[config.mk]
export PLATFORM = sky130hd
export DESIGN_NAME = median_weighted_slew_filter_unit
export DESIGN_NICKNAME = d
export VERILOG_FILES = /design/src/hdl/msf_pkg.sv /design/src/hdl/msf_cell.sv /design/src/hdl/msf_average.sv /design/src/hdl/median_weighted_slew_filter_unit.sv
export SDC_FILE = /design/constraint.sdc
export NUM_CORES = 1
export LEC_CHECK = 0
export BUFFER_PORTS_ARGS = -buffer_cell sky130_fd_sc_hd__buf_2
export CORE_MARGIN = 5
export CORE_UTILIZATION = 64
export DETAILED_ROUTE_END_ITERATION = 10
export PLACE_DENSITY = 0.91
export SETUP_SLACK_MARGIN = 0.05
export SKIP_LAST_GASP = 1
export SYNTH_ARGS = -nofsm -noshare
export SYNTH_HDL_FRONTEND = slang
export SYNTH_SLANG_ARGS = --single-unit
[constraint.sdc]
create_clock -name clock -period 9.45 [get_ports clock]
set_clock_uncertainty 0.1 [all_clocks]
set_input_delay 1.4175 -clock clock [delete_from_list [all_inputs] [get_ports clock]]
set_output_delay 1.4175 -clock clock [all_outputs]
set_load 0.01 [all_outputs]
[src/hdl/msf_pkg.sv]
// shared types, widths and constants for the median / weighted / slew filter
// no dependencies; used by msf_cell, msf_average and the top level
package msf_pkg;

   localparam int MEDIAN_TAPS_DEFAULT = 5;

   localparam int POS_W       = 8;
   localparam int STEP_W      = 7;
   localparam int CSR_DATA_W  = 8;
   localparam int CSR_INDEX_W = 1;

   // register indexes on the csr port
   localparam logic [CSR_INDEX_W-1:0] CSR_POSITION_LIMIT = 1'b0;
   localparam logic [CSR_INDEX_W-1:0] CSR_RAMP_STEP      = 1'b1;

   localparam logic [POS_W-1:0]  RESET_POSITION_LIMIT = 8'd100;
   localparam logic [STEP_W-1:0] RESET_RAMP_STEP      = 7'd5;

   // weighted sum 5*a + 3*b + 2*c stays below 2560
   localparam int SUM_W  = 12;
   localparam int PROD_W = 2 * SUM_W;
   localparam logic [SUM_W-1:0] WEIGHT_NEWEST = 12'd5;
   localparam logic [SUM_W-1:0] WEIGHT_MIDDLE = 12'd3;
   localparam logic [SUM_W-1:0] WEIGHT_OLDEST = 12'd2;

   // divide by ten as multiply by 3277 / 2^15, exact for sums below 2560
   localparam logic [SUM_W-1:0] DIV10_RECIP = 12'd3277;
   localparam int               DIV10_SHIFT = 15;

   typedef struct packed {
      logic [POS_W-1:0] value;
      logic             is_median;
   } msf_tap_type;

endpackage

[src/hdl/msf_cell.sv]
// one tap of the sample window: holds a clamped sample, shifts it on to the next
// tap and ranks itself against the whole window; depends on msf_pkg
module msf_cell #(
   parameter int TAPS  = msf_pkg::MEDIAN_TAPS_DEFAULT,
   parameter int INDEX = 0
) (
   input  logic                                 clock,
   input  logic                                 reset,
   input  logic                                 shift_en,
   input  logic [msf_pkg::POS_W-1:0]            shift_in,
   input  logic [TAPS-1:0][msf_pkg::POS_W-1:0]  window,
   output msf_pkg::msf_tap_type                 tap
);

   localparam int RANK_W = $clog2(TAPS);

   logic [msf_pkg::POS_W-1:0] value_ff;
   logic [msf_pkg::POS_W-1:0] value_in;
   logic [RANK_W-1:0]         rank;

   assign value_in = shift_en ? shift_in : value_ff;

   always_ff @(posedge clock) begin
      if (reset) begin
         value_ff <= '0;
      end else begin
         value_ff <= value_in;
      end
   end

   // stable rank: equal values are ordered by tap position
   always_comb begin
      rank = '0;
      for (int j = 0; j < TAPS; j++) begin
         if (j != INDEX) begin
            if ((window[j] < value_ff) || ((window[j] == value_ff) && (j < INDEX))) begin
               rank = rank + RANK_W'(1);
            end
         end
      end
   end

   assign tap.value     = value_ff;
   assign tap.is_median = (rank == RANK_W'(TAPS / 2));

endmodule

[src/hdl/msf_average.sv]
// weighted 5,3,2 average of the three latest medians, divided by ten
// depends on msf_pkg
module msf_average (
   input  logic [msf_pkg::POS_W-1:0] newest,
   input  logic [msf_pkg::POS_W-1:0] middle,
   input  logic [msf_pkg::POS_W-1:0] oldest,
   output logic [msf_pkg::POS_W-1:0] average
);

   localparam int PAD_W = msf_pkg::SUM_W - msf_pkg::POS_W;

   logic [msf_pkg::SUM_W-1:0]  sum;
   logic [msf_pkg::PROD_W-1:0] prod;

   assign sum = ({{PAD_W{1'b0}}, newest} * msf_pkg::WEIGHT_NEWEST)
              + ({{PAD_W{1'b0}}, middle} * msf_pkg::WEIGHT_MIDDLE)
              + ({{PAD_W{1'b0}}, oldest} * msf_pkg::WEIGHT_OLDEST);

   // reciprocal multiply replaces the divide by ten
   assign prod = {{msf_pkg::SUM_W{1'b0}}, sum}
               * {{msf_pkg::SUM_W{1'b0}}, msf_pkg::DIV10_RECIP};

   assign average = prod[msf_pkg::DIV10_SHIFT +: msf_pkg::POS_W];

endmodule

[src/hdl/median_weighted_slew_filter_unit.sv]
// median / weighted-average / slew filter; one transaction in, one result out
// registered window, median, average and output stages lead to rsp_valid; throughput
// one per cycle unless rsp_stall holds it; the slew update feeds the output register
// reset (synchronous): window, median history and output position clear to zero,
// position_limit to 100, ramp_step to 5; no clearing pass
// depends on msf_pkg, msf_cell, msf_average
module median_weighted_slew_filter_unit #(
   parameter int MEDIAN_TAPS = msf_pkg::MEDIAN_TAPS_DEFAULT
) (
   input  logic                                clock,
   input  logic                                reset,
   input  logic                                csr_wr_en,
   input  logic [msf_pkg::CSR_INDEX_W-1:0]     csr_index,
   input  logic [msf_pkg::CSR_DATA_W-1:0]      csr_wdata,
   input  logic                                req_valid,
   output logic                                req_stall,
   input  logic [msf_pkg::POS_W-1:0]           req_raw_position,
   output logic                                rsp_valid,
   input  logic                                rsp_stall,
   output logic [msf_pkg::POS_W-1:0]           rsp_median_value,
   output logic [msf_pkg::POS_W-1:0]           rsp_filtered_position,
   output logic [msf_pkg::POS_W-1:0]           rsp_output_position
);

   localparam int W = msf_pkg::POS_W;

   // configuration
   logic [W-1:0]               position_limit_ff, position_limit_in;
   logic [msf_pkg::STEP_W-1:0] ramp_step_ff, ramp_step_in;

   // stage valids: window, median, average, output
   logic win_valid_ff, win_valid_in;
   logic med_valid_ff, med_valid_in;
   logic avg_valid_ff, avg_valid_in;
   logic rsp_valid_ff, rsp_valid_in;
   logic accept, load_med, load_avg, load_rsp;

   logic [W-1:0] sample;
   logic [W-1:0] median;
   logic [MEDIAN_TAPS-1:0][W-1:0] window;
   logic [MEDIAN_TAPS-1:0]        median_flags;
   msf_pkg::msf_tap_type          taps [MEDIAN_TAPS];

   logic [W-1:0] med2_ff, med2_in;
   logic [W-1:0] hist0_ff, hist0_in;
   logic [W-1:0] hist1_ff, hist1_in;
   logic [W-1:0] med3_ff, med3_in;
   logic [W-1:0] avg3_ff, avg3_in;
   logic [W-1:0] average;

   logic [W-1:0] rsp_median_value_ff, rsp_median_value_in;
   logic [W-1:0] rsp_filtered_position_ff, rsp_filtered_position_in;
   logic [W-1:0] rsp_output_position_ff, rsp_output_position_in;
   logic signed [W+1:0] diff;
   logic signed [W+1:0] step_s;

   // ---------------- handshake ----------------
   assign load_rsp = avg_valid_ff && (!rsp_valid_ff || !rsp_stall);
   assign load_avg = med_valid_ff && (!avg_valid_ff || load_rsp);
   assign load_med = win_valid_ff && (!med_valid_ff || load_avg);
   assign req_stall = win_valid_ff && !load_med;
   assign accept   = req_valid && !req_stall;

   assign win_valid_in = accept   || (win_valid_ff && !load_med);
   assign med_valid_in = load_med || (med_valid_ff && !load_avg);
   assign avg_valid_in = load_avg || (avg_valid_ff && !load_rsp);
   assign rsp_valid_in = load_rsp || (rsp_valid_ff && rsp_stall);

   // ---------------- configuration ----------------
   always_comb begin
      position_limit_in = position_limit_ff;
      ramp_step_in      = ramp_step_ff;
      if (csr_wr_en) begin
         unique case (csr_index)
            msf_pkg::CSR_POSITION_LIMIT: position_limit_in = csr_wdata;
            msf_pkg::CSR_RAMP_STEP:      ramp_step_in = csr_wdata[msf_pkg::STEP_W-1:0];
         endcase
      end
   end

   // ---------------- sample window ----------------
   assign sample = (req_raw_position > position_limit_ff) ? position_limit_ff
                                                           : req_raw_position;

   for (genvar i = 0; i < MEDIAN_TAPS; i++) begin : g_tap
      logic [W-1:0] cell_in;
      if (i == 0) begin : g_head
         assign cell_in = sample;
      end else begin : g_link
         assign cell_in = taps[i-1].value;
      end
      msf_cell #(
         .TAPS  (MEDIAN_TAPS),
         .INDEX (i)
      ) u_cell (
         .clock    (clock),
         .reset    (reset),
         .shift_en (accept),
         .shift_in (cell_in),
         .window   (window),
         .tap      (taps[i])
      );
      assign window[i]       = taps[i].value;
      assign median_flags[i] = taps[i].is_median;
   end

   // exactly one tap carries the middle rank
   always_comb begin
      median = '0;
      for (int i = 0; i < MEDIAN_TAPS; i++) begin
         median = median | (median_flags[i] ? window[i] : '0);
      end
   end

   // ---------------- median, history and average ----------------
   msf_average u_average (
      .newest  (med2_ff),
      .middle  (hist0_ff),
      .oldest  (hist1_ff),
      .average (average)
   );

   assign med2_in  = load_med ? median : med2_ff;
   assign hist0_in = load_avg ? med2_ff : hist0_ff;
   assign hist1_in = load_avg ? hist0_ff : hist1_ff;
   assign med3_in  = load_avg ? med2_ff : med3_ff;
   assign avg3_in  = load_avg ? average : avg3_ff;

   // ---------------- slew limiter ----------------
   assign diff   = $signed({2'b00, avg3_ff}) - $signed({2'b00, rsp_output_position_ff});
   assign step_s = $signed({3'b000, ramp_step_ff});

   always_comb begin
      rsp_median_value_in      = rsp_median_value_ff;
      rsp_filtered_position_in = rsp_filtered_position_ff;
      rsp_output_position_in   = rsp_output_position_ff;
      if (load_rsp) begin
         rsp_median_value_in      = med3_ff;
         rsp_filtered_position_in = avg3_ff;
         priority if (diff > step_s) begin
            rsp_output_position_in = rsp_output_position_ff + {1'b0, ramp_step_ff};
         end else if (diff < -step_s) begin
            rsp_output_position_in = rsp_output_position_ff - {1'b0, ramp_step_ff};
         end else begin
            rsp_output_position_in = avg3_ff;
         end
      end
   end

   // ---------------- registers ----------------
   always_ff @(posedge clock) begin
      if (reset) begin
         position_limit_ff      <= msf_pkg::RESET_POSITION_LIMIT;
         ramp_step_ff           <= msf_pkg::RESET_RAMP_STEP;
         win_valid_ff           <= 1'b0;
         med_valid_ff           <= 1'b0;
         avg_valid_ff           <= 1'b0;
         rsp_valid_ff           <= 1'b0;
         hist0_ff               <= '0;
         hist1_ff               <= '0;
         rsp_output_position_ff <= '0;
      end else begin
         position_limit_ff      <= position_limit_in;
         ramp_step_ff           <= ramp_step_in;
         win_valid_ff           <= win_valid_in;
         med_valid_ff           <= med_valid_in;
         avg_valid_ff           <= avg_valid_in;
         rsp_valid_ff           <= rsp_valid_in;
         hist0_ff               <= hist0_in;
         hist1_ff               <= hist1_in;
         rsp_output_position_ff <= rsp_output_position_in;
      end
   end

   always_ff @(posedge clock) begin
      med2_ff                  <= med2_in;
      med3_ff                  <= med3_in;
      avg3_ff                  <= avg3_in;
      rsp_median_value_ff      <= rsp_median_value_in;
      rsp_filtered_position_ff <= rsp_filtered_position_in;
   end

   assign rsp_valid             = rsp_valid_ff;
   assign rsp_median_value      = rsp_median_value_ff;
   assign rsp_filtered_position = rsp_filtered_position_ff;
   assign rsp_output_position   = rsp_output_position_ff;

   // ---------------- assertions ----------------
   a_one_median : assert property (@(posedge clock) disable iff (reset)
      $onehot(median_flags))
      else $error("median rank not held by exactly one tap");

   a_stall_full : assert property (@(posedge clock) disable iff (reset)
      req_stall |-> (win_valid_ff && med_valid_ff && avg_valid_ff && rsp_valid_ff && rsp_stall))
      else $error("input stalled while the pipeline has room");

   a_slew_bound : assert property (@(posedge clock) disable iff (reset)
      load_rsp |=> ((rsp_output_position_ff >= $past(rsp_output_position_ff)) ?
         ((rsp_output_position_ff - $past(rsp_output_position_ff)) <= {1'b0, $past(ramp_step_ff)}) :
         (($past(rsp_output_position_ff) - rsp_output_position_ff) <= {1'b0, $past(ramp_step_ff)})))
      else $error("output position moved by more than ramp_step");

endmodule
==> results_dict.tcl, run 1 <==
set metrics [dict create \
    clkTransAtPathRegs_ps 60 \
    hold_start "med3_ff[5]" \
    grt_pass1_wl_um 51840 \
    antenna_found_initial 1 \
    die_h_um 148.1 \
    worst_pin_slew_ps 1149 \
    slowest_delay_ps 570 \
    drive_gt1_frac 0.07633 \
    worstPathArrival_ps 9010 \
    wl_met3_um 2307 \
    preCtsSetupSlack_ps 320.4 \
    wl_per_cell_um 18.98 \
    ff2ff_setup_slack_ps 500 \
    htree_levels 4 \
    slew_headroom 0.2324 \
    ant_nets 0 \
    synthesis.nets 1702 \
    die_w_um 148.1 \
    timing.rr.start "med2_ff[0]" \
    final_common_cell "ha_1" \
    synth-main-ff-cell "dfxtp_1" \
    start_kind "flop" \
    max_freq_mhz 111.8 \
    setup_viol 0 \
    ys_ff_latch 123 \
    wl_met2_um 15310 \
    synth_edf_count 40 \
    ys_seq_area_frac 0.2345 \
    gp_congestion 0.9256 \
    syn2layout_area_growth_pct 8.434 \
    timing.final.ws_setup_ps 503.8 \
    vias 10470 \
    start_util 0.6505 \
    dr.first_iter.drc_count 1073 \
    cts.sinks 123 \
    cts_buffer_depth 2 \
    grt_max_degree 84 \
    worst_path_most_repeated_cell "fa_1" \
    hold_depth 0 \
    hold_ws_ps 324.8 \
    drc 0 \
    post-route-min-period_ps 8946 \
    cts_tree "yes" \
    firstDrtPassIters 7 \
    setup_tns_ps 0 \
    synthArstFlopShare 0 \
    drv_cap 0 \
    die-area_um2 21940 \
    ios 48 \
    rsz0062_at_grt "no" \
    grtUsageTotal 0.2901 \
    rows 50 \
    syn_inst 1375 \
    worstReg2RegEnd "avg3_ff[7]" \
    routed.top_layer "met5" \
    port_buffers 47 \
    critPathKind "reg2reg" \
    crit_path_end_kind "flop" \
    root_buffer "clkbuf_16" \
    min_to "rsp_median_value[5]" \
    path_max_fanout 7 \
    r2r_cells 29 \
    period_share 0.9467 \
    syn_area_um2 12210 \
    ys_types 77 \
    ys_warn_count 0 \
    coreArea_um2 18770 \
    avgSynthCellArea_um2 8.879 \
    vias_per_cell 6.298 \
    slowest_stage "fa_1" \
    slew_viol_final 0 \
    nets 1742 \
    dp_hpwl_um 23660 \
    outcome "completed" \
    final_hold_viol_count 0 \
    numCtsBuffers 17 \
    clk-insertion-delay-late_ps 440 \
    grt_pass1_vias 10780 \
    antenna_cells 0 \
    gr-total-overflow 0 \
    hold_path_class "reg2reg" \
    met1_length_um 12400 \
    cp.required_ps 9510 \
    routed_wl_um 31550 \
    final_cell_mix "ha_1 (242), inv_1 (221), nand2_1 (136), a21oi_1 (117), dfxtp_1 (83)" \
]
==> registers in the layout, indices dropped and copies added (netlist names), 7 cells and up <==
register	cells
avg3_ff	8
hist0_ff	8
rsp_median_value	8
ramp_step_ff	7
rsp_output_position	8
med3_ff	8
position_limit_ff	8
med2_ff	8
hist1_ff	8
g_tap.u_cell.value_ff	40
rsp_filtered_position	8
==> critical path: cells and delay by family (launching register included) <==
| family | cells | cell delay, ps |
|---|---|---|
| adders and majority gates | 10 | 4690 |
| AOI/OAI and AO/OA | 9 | 2150 |
| xor gates and xnor gates | 3 | 630 |
| DFF | 1 | 460 |
| and+or+nand+nor | 2 | 380 |
| buffers and inverters | 5 | 260 |
==> metrics by stage <==
step                      utilization  cells  instance area (um2)
after CTS                      0.7045   1662                13220
after global placement         0.6738   1630                12650
after detailed placement       0.6738   1630                12650
final                          0.7054   1662                13240
after floorplan                     -   1375                12210
after global routing           0.7054   1662                13240
==> cells in the mapped netlist (9+ instances only) <==
cell type	number	area, um2
nand3_1	34	170.2
ha_1	242	3028
inv_1	221	829.6
nand2b_1	13	81.33
nor2_1	77	289.0
clkbuf_1	25	93.84
o21a_1	9	67.56
fa_1	63	1261
and3_1	9	56.30
a211o_1	19	166.4
nand4_1	18	112.6
nor2b_1	19	118.9
xor2_1	12	105.1
edfxtp_1	40	1201
o21ai_0	36	180.2
mux2i_1	11	110.1
a21oi_1	117	585.6
nand2_1	136	510.5
a221o_1	10	100.1
o211ai_1	9	67.56
a21o_1	22	165.2
dfxtp_1	83	1662
xnor2_1	35	306.5
==> area by class of cell <==
class                           count  area [um2]
Clock buffer                       18       429.2
Inverter                          223       837.1
Timing Repair Buffer               50       257.7
Fill cell                        1246        5529
Tap cell                          234       292.8
Clock inverter                     14       147.6
Multi-Input combinational cell   1000        8412
Sequential cell                   123        2863
==> routing by layer <==
layer	up-vias	global-route usage
li1	4810	-
met2	532	0.4939
met3	150	0.04997
met5	-	0
met4	2	0.1413
met1	4973	0.3574
==> worst max path at each step <==
stage	startpoint	to	cells after the start
5_1_grt	med2_ff[0]	avg3_ff[7]	29
4_1_cts	med2_ff[0]	avg3_ff[7]	29
3_5_place_dp	med2_ff[0]	avg3_ff[7]	29
2_1_floorplan	med2_ff[0]	avg3_ff[7]	29
6_report	med2_ff[0]	avg3_ff[7]	29
3_3_place_gp	med2_ff[0]	avg3_ff[7]	29
==> logic make-up (layout without fill, tap and decap cells) <==
logic type / after synthesis / count (layout) / synth area share
xor gates and xnor gates: 47 / 47 / 0.03372
muxes: 15 / 15 / 0.01363
buffers and inverters: 252 / 305 / 0.07809
adders and majority gates: 305 / 305 / 0.3513
and+or+nand+nor: 346 / 346 / 0.1322
AOI/OAI and AO/OA: 287 / 287 / 0.1566
DFF: 123 / 123 / 0.2345
==> timing repair <==
action | 4_1_cts | 5_1_grt
endpoints found under the setup margin | 0 | 1
setup buffers | 0 | 0
hold buffers | 0 | 0
gates resized for setup | 0 | 3
Power of run 1 is left out: the tool's default activity adds up to more than one toggle a clock period on the data nets, which glitch-free logic cannot reach.
==> run 2, diff against run 1 <==
--- a/config.mk
+++ b/config.mk
@@ -9,6 +9,7 @@
 export CORE_MARGIN = 5
 export CORE_UTILIZATION = 64
 export DETAILED_ROUTE_END_ITERATION = 10
+export MAX_ROUTING_LAYER = met4
 export PLACE_DENSITY = 0.91
 export SETUP_SLACK_MARGIN = 0.05
 export SKIP_LAST_GASP = 1
==> run 2 against run 1 <==
Net effect: wire length shrank 2.6%; register-to-register slack improved by 100 ps; critical path depth is the same; fmax increased by 1.1%; largest cell class unchanged.
==> results_dict.tcl, run 2 (same netlist as run 1, synthesis figures left out) <==
set metrics [dict create \
    outcome "completed" \
    cp.required_ps 9510 \
    coreArea_um2 18770 \
    port_buffers 47 \
    max_freq_mhz 113.0 \
    worstReg2RegEnd "avg3_ff[7]" \
    critPathKind "reg2reg" \
    start_util 0.6505 \
    wl_per_cell_um 18.48 \
    postCtsSetupBuffers 0 \
    grt_max_degree 84 \
    cts.repair.resized 0 \
    drive_gt1_frac 0.07563 \
    top_register "g_tap.u_cell.value_ff" \
    vias 10430 \
    ant_nets 0 \
    firstDrtPassIters 6 \
    routed_wl_um 30730 \
    post-route-min-period_ps 8846 \
    gp_congestion 0.9620 \
    die_w_um 148.1 \
    grt.met3_usage 0.04601 \
    syn2layout_area_growth_pct 8.598 \
    hold_path_class "reg2reg" \
    ios 48 \
    ff2ff_setup_slack_ps 600 \
    setup_tns_ps 0 \
    final_cell_mix "ha_1 (242), inv_1 (221), nand2_1 (136), a21oi_1 (116), dfxtp_1 (83)" \
    timing.rr.start "med2_ff[0]" \
    htree_levels 4 \
    start_kind "flop" \
    drc 0 \
    largest_reg_flops 40 \
    cts.sinks 123 \
    slew_headroom 0.2272 \
    antenna_found_initial 1 \
    worst_path_most_repeated_cell "fa_1" \
    final_common_cell "ha_1" \
    rows 50 \
    fin_area_um2 13260 \
    setup_viol 0 \
    ctsHoldBuffers 0 \
    drv_cap 0 \
    slew_viol_final 0 \
    fillers 1287 \
    use_met1 0.3516 \
    hold_depth 0 \
    vias_per_cell 6.269 \
    worst_pin_slew_ps 1156 \
    grt_pass1_vias 10400 \
    final_hold_viol_count 0 \
    path_max_fanout 7 \
    slowest_stage "fa_1" \
    cts_buffer_depth 2 \
    worstPathArrival_ps 8910 \
    grt_pass1_wl_um 50430 \
    numCtsBuffers 17 \
    gr-total-overflow 0 \
    rsz0062_at_grt "no" \
    nets 1742 \
    period_share 0.9361 \
    r2r_cells 29 \
    clkTransAtPathRegs_ps 60 \
    clk-insertion-delay-late_ps 430 \
    grtUsageTotal 0.2906 \
    busiest_layer "met2" \
    die_h_um 148.1 \
    cts_tree "yes" \
    slowest_delay_ps 580 \
    crit_path_end_kind "flop" \
    dp_hpwl_um 23450 \
    post_dp_cell_area_um2 12650 \
    root_buffer "clkbuf_16" \
    grtUsageMet2 0.4882 \
    die-area_um2 21940 \
    min_to "rsp_median_value[4]" \
    hold_start "med3_ff[4]" \
    dr.first_iter.drc_count 1131 \
]
[run 2: how the worst max path moves through the flow]
stage | slack, ps | start | depth (start not counted) | end
after CTS | 290 | med2_ff[0] | 29 | avg3_ff[7]
after global routing | 50 | med2_ff[0] | 29 | avg3_ff[7]
final | 600 | med2_ff[0] | 29 | avg3_ff[7]
after detailed placement | 410 | med2_ff[0] | 29 | avg3_ff[7]
after floorplan | 1180 | med2_ff[0] | 29 | avg3_ff[7]
after global placement | 910 | med2_ff[0] | 29 | avg3_ff[7]
[run 2: final cells by class]
| cell class | count | area, um2 | area share |
|---|---|---|---|
| multi-input combinational | 1000 | 8406 | 0.6340 |
| sequential | 123 | 2863 | 0.2159 |
| inverter | 223 | 837.1 | 0.06313 |
| clock buffer | 18 | 429.2 | 0.03237 |
| tap | 234 | 292.8 | 0.02208 |
| timing repair buffer | 50 | 257.7 | 0.01944 |
| clock inverter | 14 | 171.4 | 0.01293 |
| antenna | 1 | 2.502 | 0.0001887 |
[run 2: routing by layer]
layer,wire length (um),part of all wire,vias up
li1,-,-,4817
met1,12310,0.40,4986
met2,15120,0.49,505
met3,2182,0.071,118
met4,1125,0.037,0
met5,0,0,-
[run 2: through the flow]
step,setup WS (ps),utilization,hold WS (ps),cells
after floorplan,1180,-,300.3,1375
final,604.2,0.7065,319.0,1663
after global placement,907.7,0.6738,305.5,1630
after detailed placement,408.8,0.6738,305.2,1630
after CTS,289.1,0.7058,320.1,1662
after global routing,46.60,0.7065,326.6,1663
[run 2: critical path: cells and delay by family (launching register included)]
kind	cells	cell delay, ps
adder cells (fa/ha/maj)	10	4680
AO/OA/AOI/OAI	9	1910
XOR/XNOR	3	730
flip-flops	1	450
AND/OR/NAND/NOR	2	400
buffers and inverters	5	280
Power of run 2 is left out for the same reason.
